File: config.mk
export PLATFORM = sky130hd
export DESIGN_NAME = push_button_motor_mode_control_unit
export DESIGN_NICKNAME = d
export VERILOG_FILES = /design/src/rtl/pbmm_pkg.sv /design/src/rtl/push_button_motor_mode_control_unit.sv
export SDC_FILE = /design/constraint.sdc
export NUM_CORES = 1
export LEC_CHECK = 0
export ABC_CLOCK_PERIOD_IN_PS = 3310
export BUFFER_PORTS_ARGS = -buffer_cell sky130_fd_sc_hd__buf_2
export CAP_MARGIN = 0
export CELL_PAD_IN_SITES_DETAIL_PLACEMENT = 1
export CELL_PAD_IN_SITES_GLOBAL_PLACEMENT = 1
export CORE_UTILIZATION = 30
export CTS_CLUSTER_DIAMETER = 150
export DETAILED_ROUTE_END_ITERATION = 8
export PLACE_DENSITY = 0.63
export RECOVER_POWER = 100
export SYNTH_ARGS = -nofsm -noshare
export SYNTH_HDL_FRONTEND = slang
export SYNTH_SLANG_ARGS = --single-unit
File: constraint.sdc
create_clock -name clk -period 3.31 [get_ports clk]
set_clock_uncertainty 0.05 [all_clocks]
set_input_delay 0 -clock clk [delete_from_list [all_inputs] [get_ports clk]]
set_output_delay 0 -clock clk [all_outputs]
set_load 0.02 [all_outputs]
File: src/rtl/pbmm_pkg.sv
// Package for the push-button motor mode control block.
// Holds the counter width, the mode codes and the register map; no dependencies.

package pbmm_pkg;

  // Width of the hold counter.
  localparam int COUNT_BITS = 16;

  // Width of the long press threshold register.
  localparam int TICKS_BITS = 16;

  // Common width for comparing the counter against the threshold.
  localparam int CMP_BITS = (COUNT_BITS > TICKS_BITS) ? COUNT_BITS : TICKS_BITS;

  // Mode codes.
  localparam logic [1:0] MODE_OFF    = 2'd0;
  localparam logic [1:0] MODE_CONT   = 2'd1;
  localparam logic [1:0] MODE_MOMENT = 2'd2;

  // Configuration port.
  localparam int ADDR_BITS = 3;
  localparam int DATA_BITS = 32;
  localparam logic REG_LONG_PRESS_TICKS = 1'b0;
  localparam logic [TICKS_BITS-1:0] LONG_PRESS_RESET = TICKS_BITS'(100);

endpackage

File: src/rtl/push_button_motor_mode_control_unit.sv
// Top level of the push-button motor mode control block.
// Depends on pbmm_pkg for the counter width, mode codes and register map.
//
// Channel | Direction | Handshake             | Payload
// --------+-----------+-----------------------+-------------------------------------------
// in_     | input     | in_valid / in_stall   | in_button_pressed
// out_    | output    | out_valid / out_stall | out_drive_a, out_drive_b, out_mode_now,
//         |           |                       | out_direction_now
// cfg     | input     | psel / penable        | paddr, pwdata, prdata (long_press_ticks)
//
// One request is taken per cycle while in_stall is low; each produces one result
// through an input register and a result register. The mode update is a
// single pass of compare and select logic between those two registers.
// Reset (rst_n low, synchronous) empties both stages and restores the mode
// state and the threshold of 100 ticks. A stalled result holds the pipeline:
// one further request can wait in the input register before in_stall rises.

module push_button_motor_mode_control_unit (
  input  logic                            clk,
  input  logic                            rst_n,
  input  logic                            in_valid,
  output logic                            in_stall,
  input  logic                            in_button_pressed,
  output logic                            out_valid,
  input  logic                            out_stall,
  output logic                            out_drive_a,
  output logic                            out_drive_b,
  output logic [1:0]                      out_mode_now,
  output logic                            out_direction_now,
  input  logic                            psel,
  input  logic                            penable,
  input  logic                            pwrite,
  input  logic [pbmm_pkg::ADDR_BITS-1:0]  paddr,
  input  logic [pbmm_pkg::DATA_BITS-1:0]  pwdata,
  output logic [pbmm_pkg::DATA_BITS-1:0]  prdata,
  output logic                            pready
);
  import pbmm_pkg::*;

  localparam logic [COUNT_BITS-1:0] COUNT_MAX = {COUNT_BITS{1'b1}};

  // Configuration register.
  logic [TICKS_BITS-1:0] long_press_r;

  // Input stage.
  logic in_valid_r;
  logic in_button_r;

  // Mode state.
  logic [1:0]            mode_r, mode_nxt;
  logic [COUNT_BITS-1:0] hold_r, hold_nxt;
  logic                  latch_r, latch_nxt;
  logic                  dir_r, dir_nxt;

  // Result stage.
  logic       out_valid_r;
  logic       drive_a_r, drive_a_nxt;
  logic       drive_b_r, drive_b_nxt;
  logic [1:0] mode_out_r;
  logic       dir_out_r;

  logic out_move;
  logic in_take;
  logic [COUNT_BITS-1:0] hold_inc;
  logic                  at_threshold;

  // Pipeline control: the result register frees up when empty or taken.
  assign out_move = ~out_valid_r | ~out_stall;
  assign in_stall = in_valid_r & ~out_move;
  assign in_take  = in_valid & ~in_stall;

  // APB register access.
  assign pready = 1'b1;
  assign prdata = (paddr[2] == REG_LONG_PRESS_TICKS) ?
                  DATA_BITS'(long_press_r) : '0;

  always_ff @(posedge clk) begin
    if (!rst_n) begin
      long_press_r <= LONG_PRESS_RESET;
    end else if (psel && penable && pwrite && paddr[2] == REG_LONG_PRESS_TICKS) begin
      long_press_r <= pwdata[TICKS_BITS-1:0];
    end
  end

  // Input register.
  always_ff @(posedge clk) begin
    if (!rst_n) begin
      in_valid_r <= 1'b0;
    end else if (out_move) begin
      in_valid_r <= in_take;
    end else if (in_take) begin
      in_valid_r <= 1'b1;
    end
  end

  always_ff @(posedge clk) begin
    if (in_take) begin
      in_button_r <= in_button_pressed;
    end
  end

  // Pin drive from the mode and direction before the update.
  always_comb begin
    drive_a_nxt = 1'b0;
    drive_b_nxt = 1'b0;
    if (mode_r == MODE_CONT || mode_r == MODE_MOMENT) begin
      drive_a_nxt = dir_r;
      drive_b_nxt = ~dir_r;
    end
  end

  // Saturating hold count and the threshold compare.
  assign hold_inc     = (hold_r != COUNT_MAX) ? hold_r + 1'b1 : hold_r;
  assign at_threshold = CMP_BITS'(hold_inc) >= CMP_BITS'(long_press_r);

  // Mode machine update.
  always_comb begin
    mode_nxt  = mode_r;
    hold_nxt  = hold_r;
    latch_nxt = latch_r;
    dir_nxt   = dir_r;
    case (mode_r)
      MODE_OFF, MODE_CONT: begin
        if (in_button_r) begin
          hold_nxt = hold_inc;
          if (at_threshold) begin
            mode_nxt = MODE_MOMENT;
          end else if (!latch_r) begin
            latch_nxt = 1'b1;
            mode_nxt  = (mode_r == MODE_OFF) ? MODE_CONT : MODE_OFF;
          end
        end else if (latch_r) begin
          hold_nxt  = '0;
          latch_nxt = 1'b0;
        end
      end
      MODE_MOMENT: begin
        // Release ends the momentary run and flips the direction.
        if (!in_button_r) begin
          hold_nxt  = '0;
          latch_nxt = 1'b0;
          mode_nxt  = MODE_OFF;
          dir_nxt   = ~dir_r;
        end
      end
      default: begin
        // The unused code holds every state bit.
      end
    endcase
  end

  // State registers advance when a request moves into the result register.
  always_ff @(posedge clk) begin
    if (!rst_n) begin
      mode_r  <= MODE_OFF;
      hold_r  <= '0;
      latch_r <= 1'b0;
      dir_r   <= 1'b0;
    end else if (in_valid_r && out_move) begin
      mode_r  <= mode_nxt;
      hold_r  <= hold_nxt;
      latch_r <= latch_nxt;
      dir_r   <= dir_nxt;
    end
  end

  // Result register.
  always_ff @(posedge clk) begin
    if (!rst_n) begin
      out_valid_r <= 1'b0;
    end else if (out_move) begin
      out_valid_r <= in_valid_r;
    end
  end

  always_ff @(posedge clk) begin
    if (in_valid_r && out_move) begin
      drive_a_r  <= drive_a_nxt;
      drive_b_r  <= drive_b_nxt;
      mode_out_r <= mode_r;
      dir_out_r  <= dir_r;
    end
  end

  assign out_valid         = out_valid_r;
  assign out_drive_a       = drive_a_r;
  assign out_drive_b       = drive_b_r;
  assign out_mode_now      = mode_out_r;
  assign out_direction_now = dir_out_r;

endmodule

# Yosys cells after proc, flatten, opt, wreduce, memory -nomap -nowiden
# Cells that the tools add are included.
[op_classes] muxes=18 shift=0 n_div=0 bitwise=10 n_lt_le_gt_ge=1 n_addsub=1 n_eq_ne=8 mul=0 reduce_logical=13
[ops] operator="two-way mux 16 bit" n=5
[ops] operator="one-hot mux 16 bit (2 select lines)" n=1
[ops] operator="adder 16 x 1 -> 16 bit (second input constant)" n=1
[ops] operator=">= comparator 16 bit" n=1
[ops] operator="inequality test 16 bit (second input constant)" n=1
[ops] operator="inequality test 3 bit (second input constant)" n=3
[ops] operator="two-way mux 2 bit" n=4
[ops] operator="AND reduction 4 bit" n=2
[ops] operator="NOT 1 bit" n=7
[ops] operator="two-way mux 1 bit" n=6
[ops] operator="AND reduction 5 bit" n=1
[ops] operator="logical AND 1 bit" n=4
[ops] operator="inequality test 2 bit (second input constant)" n=2
[ops] operator="one-hot mux 2 bit (2 select lines)" n=1
[ops] operator="nonzero test 2 bit" n=2
[ops] operator="AND reduction 3 bit" n=1
[ops] operator="AND 1 bit" n=2
[ops] operator="== test 2 x 1 -> 1 bit (second input constant)" n=1
[ops] operator="== test 2 bit (second input constant)" n=1
[ops] operator="zero test 2 bit" n=1
[ops] operator="one-hot mux 1 bit (2 select lines)" n=1
[ops] operator="OR reduction 2 bit" n=1
[ops] operator="logical OR 1 bit" n=1
[ops] operator="OR 1 bit" n=1
[word_totals] output_inout_bits=40 mem_count=0 register_bits=44 input_bits=43 rom_bits=0 ramBits=0 latch_bits=0

# Depth between registers and ports, before layout
[depth] ltp_word=8 depth_mapped=12 depth_no_buf=12

# Least setup slack after synthesis
# OpenSTA, ideal clock, no wires.
[synth_path] path_type="register to register" startpoint="register hold_r[0]" endpoint="register mode_r[1]" stages_incl_launch_ff=12 setup_time_ns=0.060 t_arrival_ns=2.625 path_slack_ns=0.575 path_buffers=0 path_cell_list="dfxtp_1 -> ha_1 -> nand3_2 -> nor3_4 -> nor4_4 -> xor2_1 -> ha_1 -> and4_1 -> o211ai_2 -> or4_1 -> nand3_2 -> a32o_1"
[synth_between] elab_chain_len=6
[synth_lines] item="from (decl)" line_no="push_button_motor_mode_control_unit.sv:51" text="logic [COUNT_BITS-1:0] hold_r, hold_nxt;"
[synth_lines] item="from (signal assigned)" line_no="push_button_motor_mode_control_unit.sv:161" text="hold_r <= hold_nxt;"
[synth_lines] item="adder 16 x 1 -> 16 bit / inequality test 16 bit (equally long branches)" line_no="push_button_motor_mode_control_unit.sv:113" text="assign hold_inc = (hold_r != COUNT_MAX) ? hold_r + 1'b1 : hold_r;"
[synth_lines] item="two-way mux 16 bit *" line_no="push_button_motor_mode_control_unit.sv:113"
[synth_lines] item=">= comparator 16 bit *" line_no="push_button_motor_mode_control_unit.sv:114" text="assign at_threshold = CMP_BITS'(hold_inc) >= CMP_BITS'(long_press_r);"
[synth_lines] item="two-way mux 2 bit" line_no="push_button_motor_mode_control_unit.sv:126" text="if (at_threshold) begin"
[synth_lines] item="two-way mux 2 bit" line_no="push_button_motor_mode_control_unit.sv:124" text="if (in_button_r) begin"
[synth_lines] item="one-hot mux 2 bit (2 select lines)" line_no="push_button_motor_mode_control_unit.sv:122" text="case (mode_r)"
[synth_lines] item="to (signal assigned)" line_no="push_button_motor_mode_control_unit.sv:160" text="mode_r <= mode_nxt;"
[synth_lines] item="to (decl)" line_no="push_button_motor_mode_control_unit.sv:50" text="logic [1:0] mode_r, mode_nxt;"
# Every way passes the cells marked *; elsewhere a longest branch is shown, timed or not. The select of a mux whose other input is x is not followed.
# A chain may end at the register's enable or synchronous reset.

# Worst setup path in the final report
[layout_path] startpoint="register hold_r[1]" endpoint="register mode_r[1]"
# Same word-level chain as after synthesis.

==> out/summary.txt <==
First-pass GRT wire length: 13,050 um
Mean post-synth cell area: 8.309 um^2
Max-Cap Viols: 0
Worst Path Arrival: 3320 ps
Worst-Margin Slew: 1227 ps
Top post-synthesis cells by count: 58 x nand2_1, 38 x dfxtp_1, 29 x nor2_1
Crit start category: flip-flop
Hold path depth: 2
Buffers on Ports: 47
Most frequent cell after synthesis: nand2_1
GRT overflow: 0
Tmin final: 3110 ps
Post-synth top area share: 0.2572
Sequential fraction of the synthesis area: 0.3181
DR pass1 iterations: 4
Detailed Place HPWL: 5853 um
DIE HEIGHT: 101.3 um
Final Hold Fails: 0
Largest family of logic cells by synthesized area: simple AND/OR/NAND/NOR gates
Synth-to-Final Area Change: 17.94%
WS Path Type: flip-flop to flip-flop
P_leak: 1.427 nW
Final Max Tran Viols: 0
Simple-Gate Fraction of Synth Area: 0.2728
Largest net degree at the start of global routing: 28
Layout cells sized above 1: 0.1377
# fillers: 1,167
PD cells: 317.1 nW/um^2
Vias in the first global route: 2,643
Cells after DPL: 515
Period utilisation layout: 0.9395
Die extent in x: 101.3 um
Crit-path max FO: 7
Peak VDD IR: 0.1496 mV
TritonCTS Buffers: 5
Crit path largest cell delay: 520 ps
Worst Path Buf+Inv: 1
Switching power of the nets: 0.3057 mW
Internal: 0.8006 mW
Netlist area before placement: 2958 um^2
Cell mode on critical path: ha_1
Ant diodes: 0
Family with the most delay on the worst path: simple AND/OR/NAND/NOR gates
Share of power burned in registers: 0.507
Crit end category: flip-flop
Nets@finish: 476
Clk slew on worst S/H paths: 90 ps
Max-slew headroom: 0.1750
Synth Area in Adders: 0.08460
Setup violators final: 0
Comb power frac: 0.125
Core Footprint: 9415 um^2
Async set-reset flop share out of synthesis: 0
Skew-Pair Late Insertion Delay: 310 ps
Die area: 10,260 um^2
Slowest CP cell: or4_1
Clock root buffer: clkbuf_8
Outcome: finished clean
Total GRT Usage: 0.1635
Synth Area in Compound Gates: 0.1899
Unrepaired setup endpoints after global routing: no
Sw Share: 0.2764
DR WL/cell: 14.63 um
Initial Util: 0.3142
Routed vias: 2,638
Post-Layout Cell Count: 543
Initial antenna violation count: 0
Vias/cell: 4.858
CTS Sinks: 44
Top post-synthesis cells by area: dfxtp_1 26%, ha_1 8.5%, nand2_1 7.4%, edfxtp_1 6.1%, buf_4 4.6%
Worst Hold End: long_press_r[6]
DRC violations left: 0
Worst-case reg-to-reg path depth: 12
Rows: 35
Crit path cell chain: ha_1 -> nand3_4 -> nor3_4 -> buf_4 -> nor4_4 -> xor2_1 -> ha_1 -> and4_1 -> o211ai_2 -> or4_1 -> nand3_2 -> a32o_1
1st-iter DRT viols: 118
CTS tree: done
Ys Warns: 0
Final ANT Viol Nets: 0
Post-synth top flop: dfxtp_1
Setup_tns: 0 ps
Required time of the critical path: 3520 ps
Hold Crit Class: input port to flip-flop
Post-Synthesis Cells: 356
Post-Synth XOR/XNOR Area: 0.03257
Seq cells post-synth: 44
Worst hold start: rst_n
R2r endpoint: mode_r[1]
Routed Wire Length: 7946 um
Top cell type by total area after synthesis: dfxtp_1
Deepest clock path buffer count: 2
EDFF count, synth: 6
Ports: 83
Fmax: 321.6 MHz
Final RePlAce weighted congestion: 0.7742
CTS H-tree lvls: 2
Post-synthesis mux area share: 0.005076
Unique cell type count in the Yosys netlist: 62
Clock network power share: 0.368
RR Startpoint: hold_r[1]
Reg2reg setup slack: 200 ps
-- power by group through the flow --
stage / Combinational (mW) / Sequential (mW) / Clock [mW]
after floorplan: 0.0967 / 0.576 / 0
after global placement: 0.122 / 0.573 / 0
after detailed placement: 0.124 / 0.573 / 0
after CTS: 0.142 / 0.561 / 0.417
after global routing: 0.154 / 0.563 / 0.446
final: 0.139 / 0.561 / 0.407
-- cell families (layout without fill, tap and decap cells) --
family                     count (synthesis)  after routing
muxes                                      1              1
other                                      2             17
and+or+nand+nor                          144            144
AOI/OAI and AO/OA                         81             81
xor gates and xnor gates                  11             11
adders and majority gates                 20             20
DFF                                       44             44
buffers and inverters                     53             96
-- worst register-to-register path: cells and delay by family (launching register included) --
| kind | cells | cell delay [ps] |
|---|---|---|
| XOR/XNOR | 1 | 160 |
| adder cells (fa/ha/maj) | 2 | 650 |
| AO/OA/AOI/OAI | 2 | 250 |
| flip-flops | 1 | 420 |
| AND/OR/NAND/NOR | 6 | 1370 |
| buffers and inverters | 1 | 160 |
-- metrics by stage --
stage | util | instance area, um^2 | hold slack [ps] | worst slack [ps] | power [mW]
final | 0.3705 | 3488 | 61.64 | 200.2 | 1.106
after global routing | 0.3705 | 3488 | 79.60 | 29.21 | 1.162
after CTS | 0.3730 | 3512 | 67.52 | 214.7 | 1.120
after detailed placement | 0.3415 | 3216 | 135.7 | 211.3 | 0.6979
after global placement | 0.3415 | 3216 | 131.6 | 238.7 | 0.6948
after floorplan | - | 3014 | 48.87 | 575.2 | 0.6728
-- routing by layer --
layer | vias up | wire length, um | global-route usage
li1 | 1316 | - | -
met1 | 1267 | 3788 | 0.2128
met2 | 48 | 3812 | 0.2779
met3 | 7 | 235 | 0.02622
met4 | 0 | 110 | 0.04905
met5 | - | 0 | 0
-- layout by cell type (no fill, tap or decap), types with 13 or more instances in the layout --
cell type	netlist	final
o21ai_0	8	13
nand2_1	58	58
clkbuf_1	6	25
buf_2	9	22
a21boi_0	13	14
conb_1	2	17
dfxtp_1	38	38
inv_1	18	18
nor2_1	29	29
a21oi_1	19	19
ha_1	20	20
dlygate4sd3_1	0	19
-- how the worst max path moves through the flow --
stage,from,to,cells after the start
final,hold_r[1],mode_r[1],12
after global routing,hold_r[4],mode_r[1],11
after CTS,hold_r[1],mode_r[1],10
after detailed placement,hold_r[1],mode_r[1],11
after global placement,hold_r[1],mode_r[1],11
after floorplan,hold_r[0],mode_r[1],11
-- sequential cells by signal, indices dropped and copies added (netlist names) --
register	cells
hold_r	16
latch_r	1
in_valid_r	1
in_button_r	1
out_valid	1
long_press_r	16
out_drive_a	1
out_drive_b	1
out_direction_now	1
dir_r	1
out_mode_now	2
mode_r	2
-- area by class of cell --
| cell class | instances | area [um^2] | share of cell area |
|---|---|---|---|
| Multi-Input combinational cell | 274 | 1794 | 0.5143 |
| Sequential cell | 44 | 940.9 | 0.2697 |
| Timing Repair Buffer | 68 | 409.1 | 0.1173 |
| Tap cell | 129 | 161.4 | 0.04627 |
| Clock buffer | 6 | 93.84 | 0.02690 |
| Inverter | 20 | 76.32 | 0.02188 |
| Clock inverter | 2 | 12.51 | 0.003587 |
-- repair_timing --
action                                  CTS  global route
resized for setup                         0             2
buffers inserted                          0             1
hold buffers                             19             0
endpoints found under the setup margin    0             3
hold endpoints to repair                 20             0
Note: power is estimated with default switching activity, not from simulation.
